===== config.mk =====
export PLATFORM = sky130hd
export DESIGN_NAME = glide_phase_step_oscillator
export DESIGN_NICKNAME = d
export VERILOG_FILES = /design/src/gps_pkg.sv /design/src/gps_regs.sv /design/src/gps_div.sv /design/src/glide_phase_step_oscillator.sv
export SDC_FILE = /design/constraint.sdc
export NUM_CORES = 2
export LEC_CHECK = 0
export BUFFER_PORTS_ARGS = -buffer_cell sky130_fd_sc_hd__buf_2
export CORE_MARGIN = 1
export CORE_UTILIZATION = 45
export CTS_BUF_LIST = sky130_fd_sc_hd__clkbuf_4 sky130_fd_sc_hd__clkbuf_8
export DETAILED_ROUTE_END_ITERATION = 12
export HOLD_SLACK_MARGIN = 0.15
export PLACE_DENSITY = 0.65
export SLEW_MARGIN = 20
export SYNTH_ARGS = -nofsm -noshare
export SYNTH_HDL_FRONTEND = slang
export SYNTH_SLANG_ARGS = --single-unit

===== constraint.sdc =====
create_clock -name clk_i -period 17.8 [get_ports clk_i]
set_input_delay 1.78 -clock clk_i [delete_from_list [all_inputs] [get_ports clk_i]]
set_output_delay 1.78 -clock clk_i [all_outputs]
set_load 0.02 [all_outputs]

===== src/gps_pkg.sv =====
`timescale 1ns / 1ps
// Shared types and constants for the glide phase-step oscillator.
package gps_pkg;

  localparam int unsigned GPS_ADDR_W    = 5;
  localparam int unsigned GPS_DATA_W    = 32;
  localparam int unsigned GPS_STEP_W    = 32;
  localparam int unsigned GPS_LEN_W     = 20;
  localparam int unsigned GPS_DEPTH_W   = 16;
  localparam int unsigned GPS_MOD_W     = 16;
  localparam int unsigned GPS_DIV_STEPS = 32;
  localparam int unsigned GPS_FRAC_SH   = 27;

  localparam logic [GPS_STEP_W:0]     GPS_ONE_TURN   = {1'b1, {GPS_STEP_W{1'b0}}};
  localparam logic [GPS_STEP_W-1:0]   GPS_STEP_MAX   = '1;
  localparam logic [GPS_STEP_W-1:0]   GPS_FACTOR_ONE = GPS_STEP_W'(1) << GPS_FRAC_SH;

  typedef enum logic [2:0] {
    REG_STEP_SCALE       = 3'd0,
    REG_GLIDE_SAMPLES    = 3'd1,
    REG_RESPONSE_SAMPLES = 3'd2,
    REG_MOD1_DEPTH       = 3'd3,
    REG_MOD2_DEPTH       = 3'd4
  } gps_reg_e;

  typedef struct packed {
    logic [GPS_STEP_W-1:0]  step_scale;
    logic [GPS_LEN_W-1:0]   glide_samples;
    logic [GPS_LEN_W-1:0]   response_samples;
    logic [GPS_DEPTH_W-1:0] mod1_depth;
    logic [GPS_DEPTH_W-1:0] mod2_depth;
  } gps_cfg_t;

endpackage


===== src/gps_regs.sv =====
`timescale 1ns / 1ps
// APB configuration registers of the oscillator.
module gps_regs (
  input  logic                              clk_i,
  input  logic                              rst_ni,
  input  logic                              psel,
  input  logic                              penable,
  input  logic                              pwrite,
  input  logic [gps_pkg::GPS_ADDR_W-1:0]    paddr,
  input  logic [gps_pkg::GPS_DATA_W-1:0]    pwdata,
  output logic [gps_pkg::GPS_DATA_W-1:0]    prdata,
  output logic                              pready,
  output gps_pkg::gps_cfg_t                 cfg_o
);
  import gps_pkg::*;

  gps_cfg_t cfg_q;
  gps_reg_e reg_idx;
  logic     wr_en;

  assign reg_idx = gps_reg_e'(paddr[GPS_ADDR_W-1:2]);
  assign pready  = 1'b1;
  assign wr_en   = psel & penable & pwrite & pready;
  assign cfg_o   = cfg_q;

  always_ff @(posedge clk_i or negedge rst_ni) begin
    if (!rst_ni) begin
      cfg_q <= '0;
    end else if (wr_en) begin
      case (reg_idx)
        REG_STEP_SCALE:       cfg_q.step_scale       <= pwdata;
        REG_GLIDE_SAMPLES:    cfg_q.glide_samples    <= pwdata[GPS_LEN_W-1:0];
        REG_RESPONSE_SAMPLES: cfg_q.response_samples <= pwdata[GPS_LEN_W-1:0];
        REG_MOD1_DEPTH:       cfg_q.mod1_depth       <= pwdata[GPS_DEPTH_W-1:0];
        REG_MOD2_DEPTH:       cfg_q.mod2_depth       <= pwdata[GPS_DEPTH_W-1:0];
        default: ;
      endcase
    end
  end

  always_comb begin
    case (reg_idx)
      REG_STEP_SCALE:       prdata = cfg_q.step_scale;
      REG_GLIDE_SAMPLES:    prdata = GPS_DATA_W'(cfg_q.glide_samples);
      REG_RESPONSE_SAMPLES: prdata = GPS_DATA_W'(cfg_q.response_samples);
      REG_MOD1_DEPTH:       prdata = GPS_DATA_W'(cfg_q.mod1_depth);
      REG_MOD2_DEPTH:       prdata = GPS_DATA_W'(cfg_q.mod2_depth);
      default:              prdata = '0;
    endcase
  end

endmodule


===== src/gps_div.sv =====
`timescale 1ns / 1ps
// Radix-2 restoring divider, 32 quotient bits, one bit per cycle.
module gps_div (
  input  logic                              clk_i,
  input  logic                              rst_ni,
  input  logic                              start_i,
  input  logic [gps_pkg::GPS_STEP_W-1:0]    dividend_hi_i,
  input  logic [gps_pkg::GPS_STEP_W-1:0]    dividend_lo_i,
  input  logic [gps_pkg::GPS_STEP_W-1:0]    divisor_i,
  output logic                              done_o,
  output logic [gps_pkg::GPS_STEP_W-1:0]    quotient_o
);
  import gps_pkg::*;

  localparam int unsigned CNT_W = $clog2(GPS_DIV_STEPS);

  logic                  busy_q, done_q;
  logic [CNT_W-1:0]      cnt_q;
  logic [GPS_STEP_W-1:0] rem_q, quo_q, dvs_q;
  logic [GPS_STEP_W:0]   trial, diff;
  logic                  ge;

  // caller guarantees dividend_hi < divisor, so the quotient fits 32 bits
  assign trial = {rem_q, quo_q[GPS_STEP_W-1]};
  assign diff  = trial - {1'b0, dvs_q};
  assign ge    = trial >= {1'b0, dvs_q};

  always_ff @(posedge clk_i or negedge rst_ni) begin
    if (!rst_ni) begin
      busy_q <= 1'b0;
      done_q <= 1'b0;
      cnt_q  <= '0;
    end else begin
      done_q <= 1'b0;
      if (start_i) begin
        busy_q <= 1'b1;
        cnt_q  <= '0;
      end else if (busy_q) begin
        cnt_q <= cnt_q + CNT_W'(1);
        if (cnt_q == CNT_W'(GPS_DIV_STEPS - 1)) begin
          busy_q <= 1'b0;
          done_q <= 1'b1;
        end
      end
    end
  end

  always_ff @(posedge clk_i) begin
    if (start_i) begin
      rem_q <= dividend_hi_i;
      quo_q <= dividend_lo_i;
      dvs_q <= divisor_i;
    end else if (busy_q) begin
      rem_q <= ge ? diff[GPS_STEP_W-1:0] : trial[GPS_STEP_W-1:0];
      quo_q <= {quo_q[GPS_STEP_W-2:0], ge};
    end
  end

  assign done_o     = done_q;
  assign quotient_o = quo_q;

`ifndef SYNTHESIS
  a_no_restart: assert property (@(posedge clk_i) disable iff (!rst_ni)
    start_i |-> !busy_q) else $error("divider restarted while busy");
  a_done_after_busy: assert property (@(posedge clk_i) disable iff (!rst_ni)
    done_q |-> $past(busy_q) && !busy_q) else $error("done without a running divide");
  a_rem_bound: assert property (@(posedge clk_i) disable iff (!rst_ni)
    busy_q |-> rem_q < dvs_q) else $error("partial remainder not below divisor");
`endif

endmodule


===== src/glide_phase_step_oscillator.sv =====
`timescale 1ns / 1ps
// Top level: sequencer, shared multiplier, glide and phase state of the oscillator.
//
//  channel | direction | handshake              | payload
//  --------+-----------+------------------------+-----------------------------------------
//  in      | input     | in_valid_i / in_stall_o | frequency, note_on, note_slide, playing,
//          |           |                        | mod_one, mod_two
//  out     | output    | out_valid_o/out_stall_i | cycle_trigger, base_step, final_step
//  cfg     | input     | psel/penable/pready    | 5 registers at byte address 4*i
//
// Per sample: target multiply, glide decision, a glide divide when a glide starts, and
// per nonzero modulation depth a factor multiply then a step multiply, or a divide for a
// negative modulation; divides use the shared radix-2 divider, multiplies the shared
// 32x32 multiplier. A new sample is taken only when the sequencer is idle.
// Reset clears the step, glide and phase state (phase starts at one full turn).
// A stalled result is held in the output registers; the next sample may be accepted
// meanwhile and waits in its final cycle until the output is free.
module glide_phase_step_oscillator (
  input  logic                              clk_i,
  input  logic                              rst_ni,
  input  logic                              psel,
  input  logic                              penable,
  input  logic                              pwrite,
  input  logic [gps_pkg::GPS_ADDR_W-1:0]    paddr,
  input  logic [gps_pkg::GPS_DATA_W-1:0]    pwdata,
  output logic [gps_pkg::GPS_DATA_W-1:0]    prdata,
  output logic                              pready,
  input  logic                              in_valid_i,
  output logic                              in_stall_o,
  input  logic [31:0]                       frequency_i,
  input  logic                              note_on_i,
  input  logic                              note_slide_i,
  input  logic                              playing_i,
  input  logic signed [gps_pkg::GPS_MOD_W-1:0] mod_one_i,
  input  logic signed [gps_pkg::GPS_MOD_W-1:0] mod_two_i,
  output logic                              out_valid_o,
  input  logic                              out_stall_i,
  output logic                              cycle_trigger_o,
  output logic [gps_pkg::GPS_STEP_W-1:0]    base_step_o,
  output logic [gps_pkg::GPS_STEP_W-1:0]    final_step_o
);
  import gps_pkg::*;

  typedef enum logic [3:0] {
    S_IDLE, S_TGT, S_DECIDE, S_GDIV, S_APPLY,
    S_MFACT, S_MADD, S_MMUL, S_MSAT, S_MDIV, S_PHASE
  } state_e;

  gps_cfg_t cfg;

  gps_regs u_regs (
    .clk_i   (clk_i),
    .rst_ni  (rst_ni),
    .psel    (psel),
    .penable (penable),
    .pwrite  (pwrite),
    .paddr   (paddr),
    .pwdata  (pwdata),
    .prdata  (prdata),
    .pready  (pready),
    .cfg_o   (cfg)
  );

  state_e state_q;

  // captured sample
  logic [31:0]           freq_q;
  logic                  note_on_q, note_slide_q, playing_q;
  logic [GPS_MOD_W-1:0]  mod_one_q, mod_two_q;

  // oscillator state
  logic [GPS_STEP_W-1:0] base_q;
  logic [GPS_STEP_W:0]   inc_q;
  logic [GPS_LEN_W-1:0]  remain_q;
  logic [GPS_STEP_W:0]   phase_q;
  logic                  trig_q;

  // working registers
  logic [2*GPS_STEP_W-1:0] prod_q;
  logic [GPS_STEP_W-1:0]   cur_q, factor_q;
  logic                    neg_q, mod_sel_q, glide_neg_q;

  logic                    out_valid_q;
  logic [GPS_STEP_W-1:0]   out_base_q, out_final_q;

  // shared multiplier operands
  logic [GPS_STEP_W-1:0] mul_a, mul_b;
  logic                  mul_en;

  // divider hookup
  logic                  div_start, div_done;
  logic [GPS_STEP_W-1:0] div_hi, div_lo, div_dvs, div_quo;

  logic [GPS_STEP_W-1:0]  target, up_diff, down_diff, factor_sum, sat_step;
  logic                   target_below, do_glide, do_jump;
  logic [GPS_LEN_W-1:0]   glide_len;
  logic [GPS_DEPTH_W-1:0] depth;
  logic [GPS_MOD_W-1:0]   mval, mmag;
  logic [GPS_STEP_W+1:0]  next_base;
  logic [GPS_STEP_W:0]    phase_sum;
  logic [2*GPS_STEP_W-GPS_FRAC_SH-1:0] scaled;
  logic                   wrap, out_free;

  assign target       = prod_q[2*GPS_STEP_W-1:GPS_STEP_W];
  assign up_diff      = target - base_q;
  assign down_diff    = base_q - target;
  assign target_below = target < base_q;

  always_comb begin
    do_glide  = 1'b0;
    do_jump   = 1'b0;
    glide_len = cfg.glide_samples;
    if (note_slide_q) begin
      if (cfg.glide_samples == '0) do_jump = 1'b1;
      else                         do_glide = 1'b1;
    end else if (note_on_q) begin
      glide_len = cfg.response_samples;
      if (base_q == '0 || cfg.response_samples == '0 || !playing_q) do_jump = 1'b1;
      else                                                         do_glide = 1'b1;
    end
  end

  assign depth = mod_sel_q ? cfg.mod2_depth : cfg.mod1_depth;
  assign mval  = mod_sel_q ? mod_two_q : mod_one_q;
  assign mmag  = mval[GPS_MOD_W-1] ? (GPS_MOD_W'(0) - mval) : mval;

  assign factor_sum = GPS_FACTOR_ONE + prod_q[GPS_STEP_W-1:0];

  assign scaled   = prod_q[2*GPS_STEP_W-1:GPS_FRAC_SH];
  assign sat_step = (scaled[2*GPS_STEP_W-GPS_FRAC_SH-1:GPS_STEP_W] != '0) ?
                    GPS_STEP_MAX : scaled[GPS_STEP_W-1:0];

  // signed add of the increment, clamped to the step range
  assign next_base = {2'b00, base_q} + {inc_q[GPS_STEP_W], inc_q};

  // phase stays at or below one turn, so the sum fits 33 bits
  assign phase_sum = phase_q + {1'b0, cur_q};
  assign wrap      = phase_sum[GPS_STEP_W] && (phase_sum[GPS_STEP_W-1:0] != '0);
  assign out_free  = !out_valid_q || !out_stall_i;

  always_comb begin
    mul_en = 1'b0;
    mul_a  = freq_q;
    mul_b  = cfg.step_scale;
    case (state_q)
      S_TGT: mul_en = 1'b1;
      S_MFACT: begin
        mul_en = 1'b1;
        mul_a  = GPS_STEP_W'(depth);
        mul_b  = GPS_STEP_W'(mmag);
      end
      S_MMUL: begin
        mul_en = 1'b1;
        mul_a  = cur_q;
        mul_b  = factor_q;
      end
      default: ;
    endcase
  end

  always_ff @(posedge clk_i) begin
    if (mul_en) prod_q <= (2*GPS_STEP_W)'(mul_a) * (2*GPS_STEP_W)'(mul_b);
  end

  always_comb begin
    div_start = 1'b0;
    div_hi    = '0;
    div_lo    = target_below ? down_diff : up_diff;
    div_dvs   = GPS_STEP_W'(glide_len);
    case (state_q)
      S_DECIDE: div_start = do_glide;
      S_MADD: begin
        // dividend is the step shifted left by the factor's fraction bits
        div_start = neg_q;
        div_hi    = {{(GPS_STEP_W-GPS_FRAC_SH){1'b0}},
                     cur_q[GPS_STEP_W-1:GPS_STEP_W-GPS_FRAC_SH]};
        div_lo    = {cur_q[GPS_STEP_W-GPS_FRAC_SH-1:0], {GPS_FRAC_SH{1'b0}}};
        div_dvs   = factor_sum;
      end
      default: ;
    endcase
  end

  gps_div u_div (
    .clk_i         (clk_i),
    .rst_ni        (rst_ni),
    .start_i       (div_start),
    .dividend_hi_i (div_hi),
    .dividend_lo_i (div_lo),
    .divisor_i     (div_dvs),
    .done_o        (div_done),
    .quotient_o    (div_quo)
  );

  // sample capture and data-path working registers
  always_ff @(posedge clk_i) begin
    case (state_q)
      S_IDLE: begin
        if (in_valid_i) begin
          freq_q       <= frequency_i;
          note_on_q    <= note_on_i;
          note_slide_q <= note_slide_i;
          playing_q    <= playing_i;
          mod_one_q    <= mod_one_i;
          mod_two_q    <= mod_two_i;
        end
      end
      S_DECIDE: glide_neg_q <= target_below;
      S_APPLY: begin
        if (remain_q != '0) begin
          if (next_base[GPS_STEP_W+1])   cur_q <= '0;
          else if (next_base[GPS_STEP_W]) cur_q <= GPS_STEP_MAX;
          else                           cur_q <= next_base[GPS_STEP_W-1:0];
        end else begin
          cur_q <= base_q;
        end
      end
      S_MFACT: neg_q <= mval[GPS_MOD_W-1];
      S_MADD:  factor_q <= factor_sum;
      S_MSAT:  cur_q <= sat_step;
      S_MDIV:  if (div_done) cur_q <= div_quo;
      S_PHASE: begin
        if (out_free) begin
          out_base_q  <= base_q;
          out_final_q <= cur_q;
        end
      end
      default: ;
    endcase
  end

  // sequencer and oscillator state
  always_ff @(posedge clk_i or negedge rst_ni) begin
    if (!rst_ni) begin
      state_q     <= S_IDLE;
      base_q      <= '0;
      inc_q       <= '0;
      remain_q    <= '0;
      phase_q     <= GPS_ONE_TURN;
      trig_q      <= 1'b0;
      mod_sel_q   <= 1'b0;
      out_valid_q <= 1'b0;
    end else begin
      if (state_q == S_PHASE && out_free) begin
        out_valid_q <= 1'b1;
      end else if (out_valid_q && !out_stall_i) begin
        out_valid_q <= 1'b0;
      end
      case (state_q)
        S_IDLE:   if (in_valid_i) state_q <= S_TGT;
        S_TGT:    state_q <= S_DECIDE;
        S_DECIDE: begin
          if (do_jump) begin
            base_q   <= target;
            inc_q    <= '0;
            remain_q <= '0;
            state_q  <= S_APPLY;
          end else if (do_glide) begin
            remain_q <= glide_len;
            state_q  <= S_GDIV;
          end else begin
            state_q  <= S_APPLY;
          end
        end
        S_GDIV: begin
          if (div_done) begin
            inc_q   <= glide_neg_q ? ((GPS_STEP_W+1)'(0) - {1'b0, div_quo})
                                   : {1'b0, div_quo};
            state_q <= S_APPLY;
          end
        end
        S_APPLY: begin
          if (remain_q != '0) begin
            if (next_base[GPS_STEP_W+1])    base_q <= '0;
            else if (next_base[GPS_STEP_W]) base_q <= GPS_STEP_MAX;
            else                            base_q <= next_base[GPS_STEP_W-1:0];
            remain_q <= remain_q - GPS_LEN_W'(1);
          end
          mod_sel_q <= 1'b0;
          state_q   <= S_MFACT;
        end
        S_MFACT: begin
          if (depth != '0) begin
            state_q <= S_MADD;
          end else if (!mod_sel_q) begin
            mod_sel_q <= 1'b1;
          end else begin
            state_q <= S_PHASE;
          end
        end
        S_MADD: state_q <= neg_q ? S_MDIV : S_MMUL;
        S_MMUL: state_q <= S_MSAT;
        S_MSAT, S_MDIV: begin
          if (state_q == S_MSAT || div_done) begin
            if (!mod_sel_q) begin
              mod_sel_q <= 1'b1;
              state_q   <= S_MFACT;
            end else begin
              state_q   <= S_PHASE;
            end
          end
        end
        S_PHASE: begin
          if (out_free) begin
            phase_q     <= wrap ? {1'b0, phase_sum[GPS_STEP_W-1:0]} : phase_sum;
            trig_q      <= wrap;
            state_q     <= S_IDLE;
          end
        end
        default: state_q <= S_IDLE;
      endcase
    end
  end

  assign in_stall_o      = (state_q != S_IDLE);
  assign out_valid_o     = out_valid_q;
  assign cycle_trigger_o = trig_q;
  assign base_step_o     = out_base_q;
  assign final_step_o    = out_final_q;

`ifndef SYNTHESIS
  a_phase_bound: assert property (@(posedge clk_i) disable iff (!rst_ni)
    !phase_q[GPS_STEP_W] || (phase_q[GPS_STEP_W-1:0] == '0))
    else $error("phase above one turn");
  a_accept_starts: assert property (@(posedge clk_i) disable iff (!rst_ni)
    (in_valid_i && !in_stall_o) |=> state_q == S_TGT)
    else $error("accepted transaction did not start the sequencer");
  a_result_from_phase: assert property (@(posedge clk_i) disable iff (!rst_ni)
    $rose(out_valid_q) |-> $past(state_q == S_PHASE))
    else $error("result raised outside the final step");
  a_div_idle_wait: assert property (@(posedge clk_i) disable iff (!rst_ni)
    div_start |=> (state_q == S_GDIV || state_q == S_MDIV))
    else $error("divide started without waiting for it");
`endif

endmodule


==> metrics.txt <==
outcome finished clean; maximum clock path buffer count 3; count of warnings emitted by yosys 0; TritonCTS clock tree done; Least-Margin Pin Slew approximately 1200 ps; syn avg cell area approximately 9.4 um^2; endpoints failing hold 0; net count of the mapped netlist 8,545; Final GP Congestion 0.969; master of the slowest instance on the critical path sky130_fd_sc_hd__o31ai_1; drt first pass iters 6; flop2flop setup slack 5800 ps; die width 387 um; post-cts gate resize count 0; post-DP HPWL 171,000 um; async set-or-reset flop fraction in the synthesized netlist between 30% and 40%; portion of the post-synthesis area used by sequential elements 25.0%; count of filler cells inserted in the layout 13,600; element type at the critical path end flop; starting density of the core between 40% and 50%; Placement Rows 140; Crit path arrival time between 10,000 and 15,000 ps; total of endpoints with negative setup slack in the final report 0; count of nets after finishing 8,588; origin of the critical flop-to-flop path mod_sel_q; critical path startpoint category flop; synthesis-to-layout area growth 8.24%; commonest cells after routing, fill and taps aside sky130_fd_sc_hd__nand2_1 (995), sky130_fd_sc_hd__inv_1 (981), sky130_fd_sc_hd__fa_1 (901); Die Ht 387 um; Critical Path Sink prod_q[56]; average wire per cell in the routed design 25.0 um; commonest non-fill, non-tap cell in the layout sky130_fd_sc_hd__nand2_1; Clock Sinks 593; total wire length after detailed routing around 230,000 um; class of the tightest hold or removal check flop to flop; fraction of layout instances using a drive strength above 1 10.4%; Fin Setup TNS 0 ps; worst-case clock skew a little over 70 ps; cts hold-fix bufs 0; global-route usage over all layers between 30% and 40%; number of post-CTS setup repair buffers 0; Inserted Clock Buffers approximately 110; global-route wire length before repair 342,000 um; vias after detailed routing around 54,000; Gate Count Post-Synth 7,104; Max Clk Rate 83.3 MHz; data required time at the worst endpoint 18,400 ps; placeable core area about 0.15 mm^2; number of synthesized register bits roughly 590; number of DRC markers in iteration 0 5,544; number of maximum-capacitance constraint violations 0; relative max-transition margin about a fifth; number of design rule violations left after detail routing 0; CP peak stage delay approximately 950 ps; Top FF cell, synth sky130_fd_sc_hd__edfxtp_1; worst setup path startpoint mod_sel_q; number of global-route vias before repair 54,700; depth of the CTS H-tree 3; Setup Crit Path Kind flop to flop; cell depth of the worst flop-to-flop path 29; number of antenna violations at the first check in global routing 7; Reg-to-Reg End prod_q[56]; CP Max Fanout 34; number of pins with negative max-slew slack in the final report 0; dominant cell type by count on the critical path sky130_fd_sc_hd__fa_1; I/O pin count approximately 210; Period Utilization, post-route 67.4%; overall die area 0.150 mm^2; post-DR vias/cell 5.92; final worst path period need 12,000 ps; maximum number of pins on one net before global-route repair 89; antenna-violating nets left 0; cell chosen for the clock root sky130_fd_sc_hd__clkbuf_8; synthesized cell area approximately 0.067 mm^2; final global-route overflow total 0; Cell variety after synth 85; Reg clk slew, reported paths 60 ps; Clock Latency Late Sink 880 ps; EDFF count, synth 357; number of buffer cells added on primary ports 207; unrepaired setup endpoints after global routing false
-- how the worst min path moves through the flow --
| stage | from | endpoint | slack [ps] | cells after the start |
|---|---|---|---|---|
| 2_1_floorplan | prod_q[20] | factor_q[20] | 420 | 0 |
| 3_3_place_gp | prod_q[25] | factor_q[25] | 430 | 0 |
| 3_5_place_dp | prod_q[25] | factor_q[25] | 440 | 0 |
| 4_1_cts | prod_q[25] | factor_q[25] | 450 | 0 |
| 5_1_grt | prod_q[25] | factor_q[25] | 450 | 0 |
| 6_report | prod_q[25] | factor_q[25] | 450 | 0 |
-- layout make-up --
cell class                      count  area, um^2  share of cell area (%)
Clock buffer                      137        1730                    2.40
Sequential cell                   593       16600                    23.1
Tap cell                         1917        2400                    3.33
Antenna cell                        6        15.0                  0.0208
Timing Repair Buffer              319        1910                    2.65
Clock inverter                     66         519                   0.720
Inverter                          986        3700                    5.13
Multi-Input combinational cell   5140       45200                    62.7
-- registers in the layout (all words and copies together), names as in the netlist, 16 cells and up --
register and flops:
u_div.dvs_q 32, cur_q 32, u_div.rem_q 32, u_div.quotient_o 32
base_q 32, u_regs.cfg_o 104, mod_two_q 16, factor_q 32
final_step_o 32, freq_q 32, inc_q 33, phase_q 33
base_step_o 32, remain_q 20, mod_one_q 16, prod_q 64
-- routing by layer --
layer  up-vias  part of all wire [%]  track usage, %  routed length (um)
met5         -                 0.080           0.797                 184
met4         4                   5.6            15.1               12900
met3       619                    11            8.01               25400
met2      2857                    43            45.6               98600
met1     27200                    40            41.0               92400
li1      23500                     -               -                   -
-- per-stage QoR --
step / setup WS (ps) / instances / instance area [um^2] / hold WS (ps) / util [%]
detailed placement: 5970 / 8953 / 69800 / 440 / 47.7
global route: 5380 / 9160 / 72100 / 453 / 49.3
global placement: 6050 / 8953 / 69800 / 429 / 47.7
CTS: 6020 / 9156 / 72100 / 448 / 49.3
floorplan: 7710 / 7104 / 66600 / 417 / -
finish: 5800 / 9164 / 72100 / 446 / 49.3
-- synth_stat cells (all sizes together) (10+ instances only) --
library cell	n	area, um^2
a31oi	31	194
o21bai	36	270
nor3	62	310
a211oi	16	120
nor4	35	219
and4	10	87.6
o21a	80	601
nand3	121	606
o21ai	306	1530
or4	11	97.6
o31ai	38	299
o22ai	35	219
and2	44	275
inv	984	3690
a41oi	10	95.1
or2	26	165
a21oi	289	1450
and3	43	269
mux2	135	1520
or3	25	161
clkbuf	346	1300
o211ai	39	293
mux2i	85	851
edfxtp	357	10700
nand2b	45	289
nand2	1006	3780
o221a	10	113
ha	429	5370
xnor2	107	937
nor2	624	2340
dfrtp	235	5880
xor2	99	867
a221o	21	210
buf	39	168
a21o	125	938
nor2b	43	269
nand4	47	294
o221ai	45	394
fa	901	18000
a22o	17	149
a22oi	33	248
-- critical path: cells and delay by family (launching register included) --
kind | cells | cell delay, ps
mux | 1 | 900
flops | 1 | 860
fa+ha+maj | 9 | 4530
simple gates | 7 | 1780
buf+inv | 4 | 610
xor+xnor | 2 | 170
compound gates | 6 | 2830
-- cells by family after synthesis --
group | after synthesis | share of synthesized area, %
simple gates | 2166 | 14.1
other cells | 1 | 0.00563
fa+ha+maj | 1330 | 35.1
flops | 593 | 25.0
buf+inv | 1371 | 7.75
mux | 220 | 3.56
compound gates | 1217 | 11.8
xor+xnor | 206 | 2.71
Power is not shown: default switching activity piles up to over one toggle a cycle in this logic, so the estimate is an artifact.
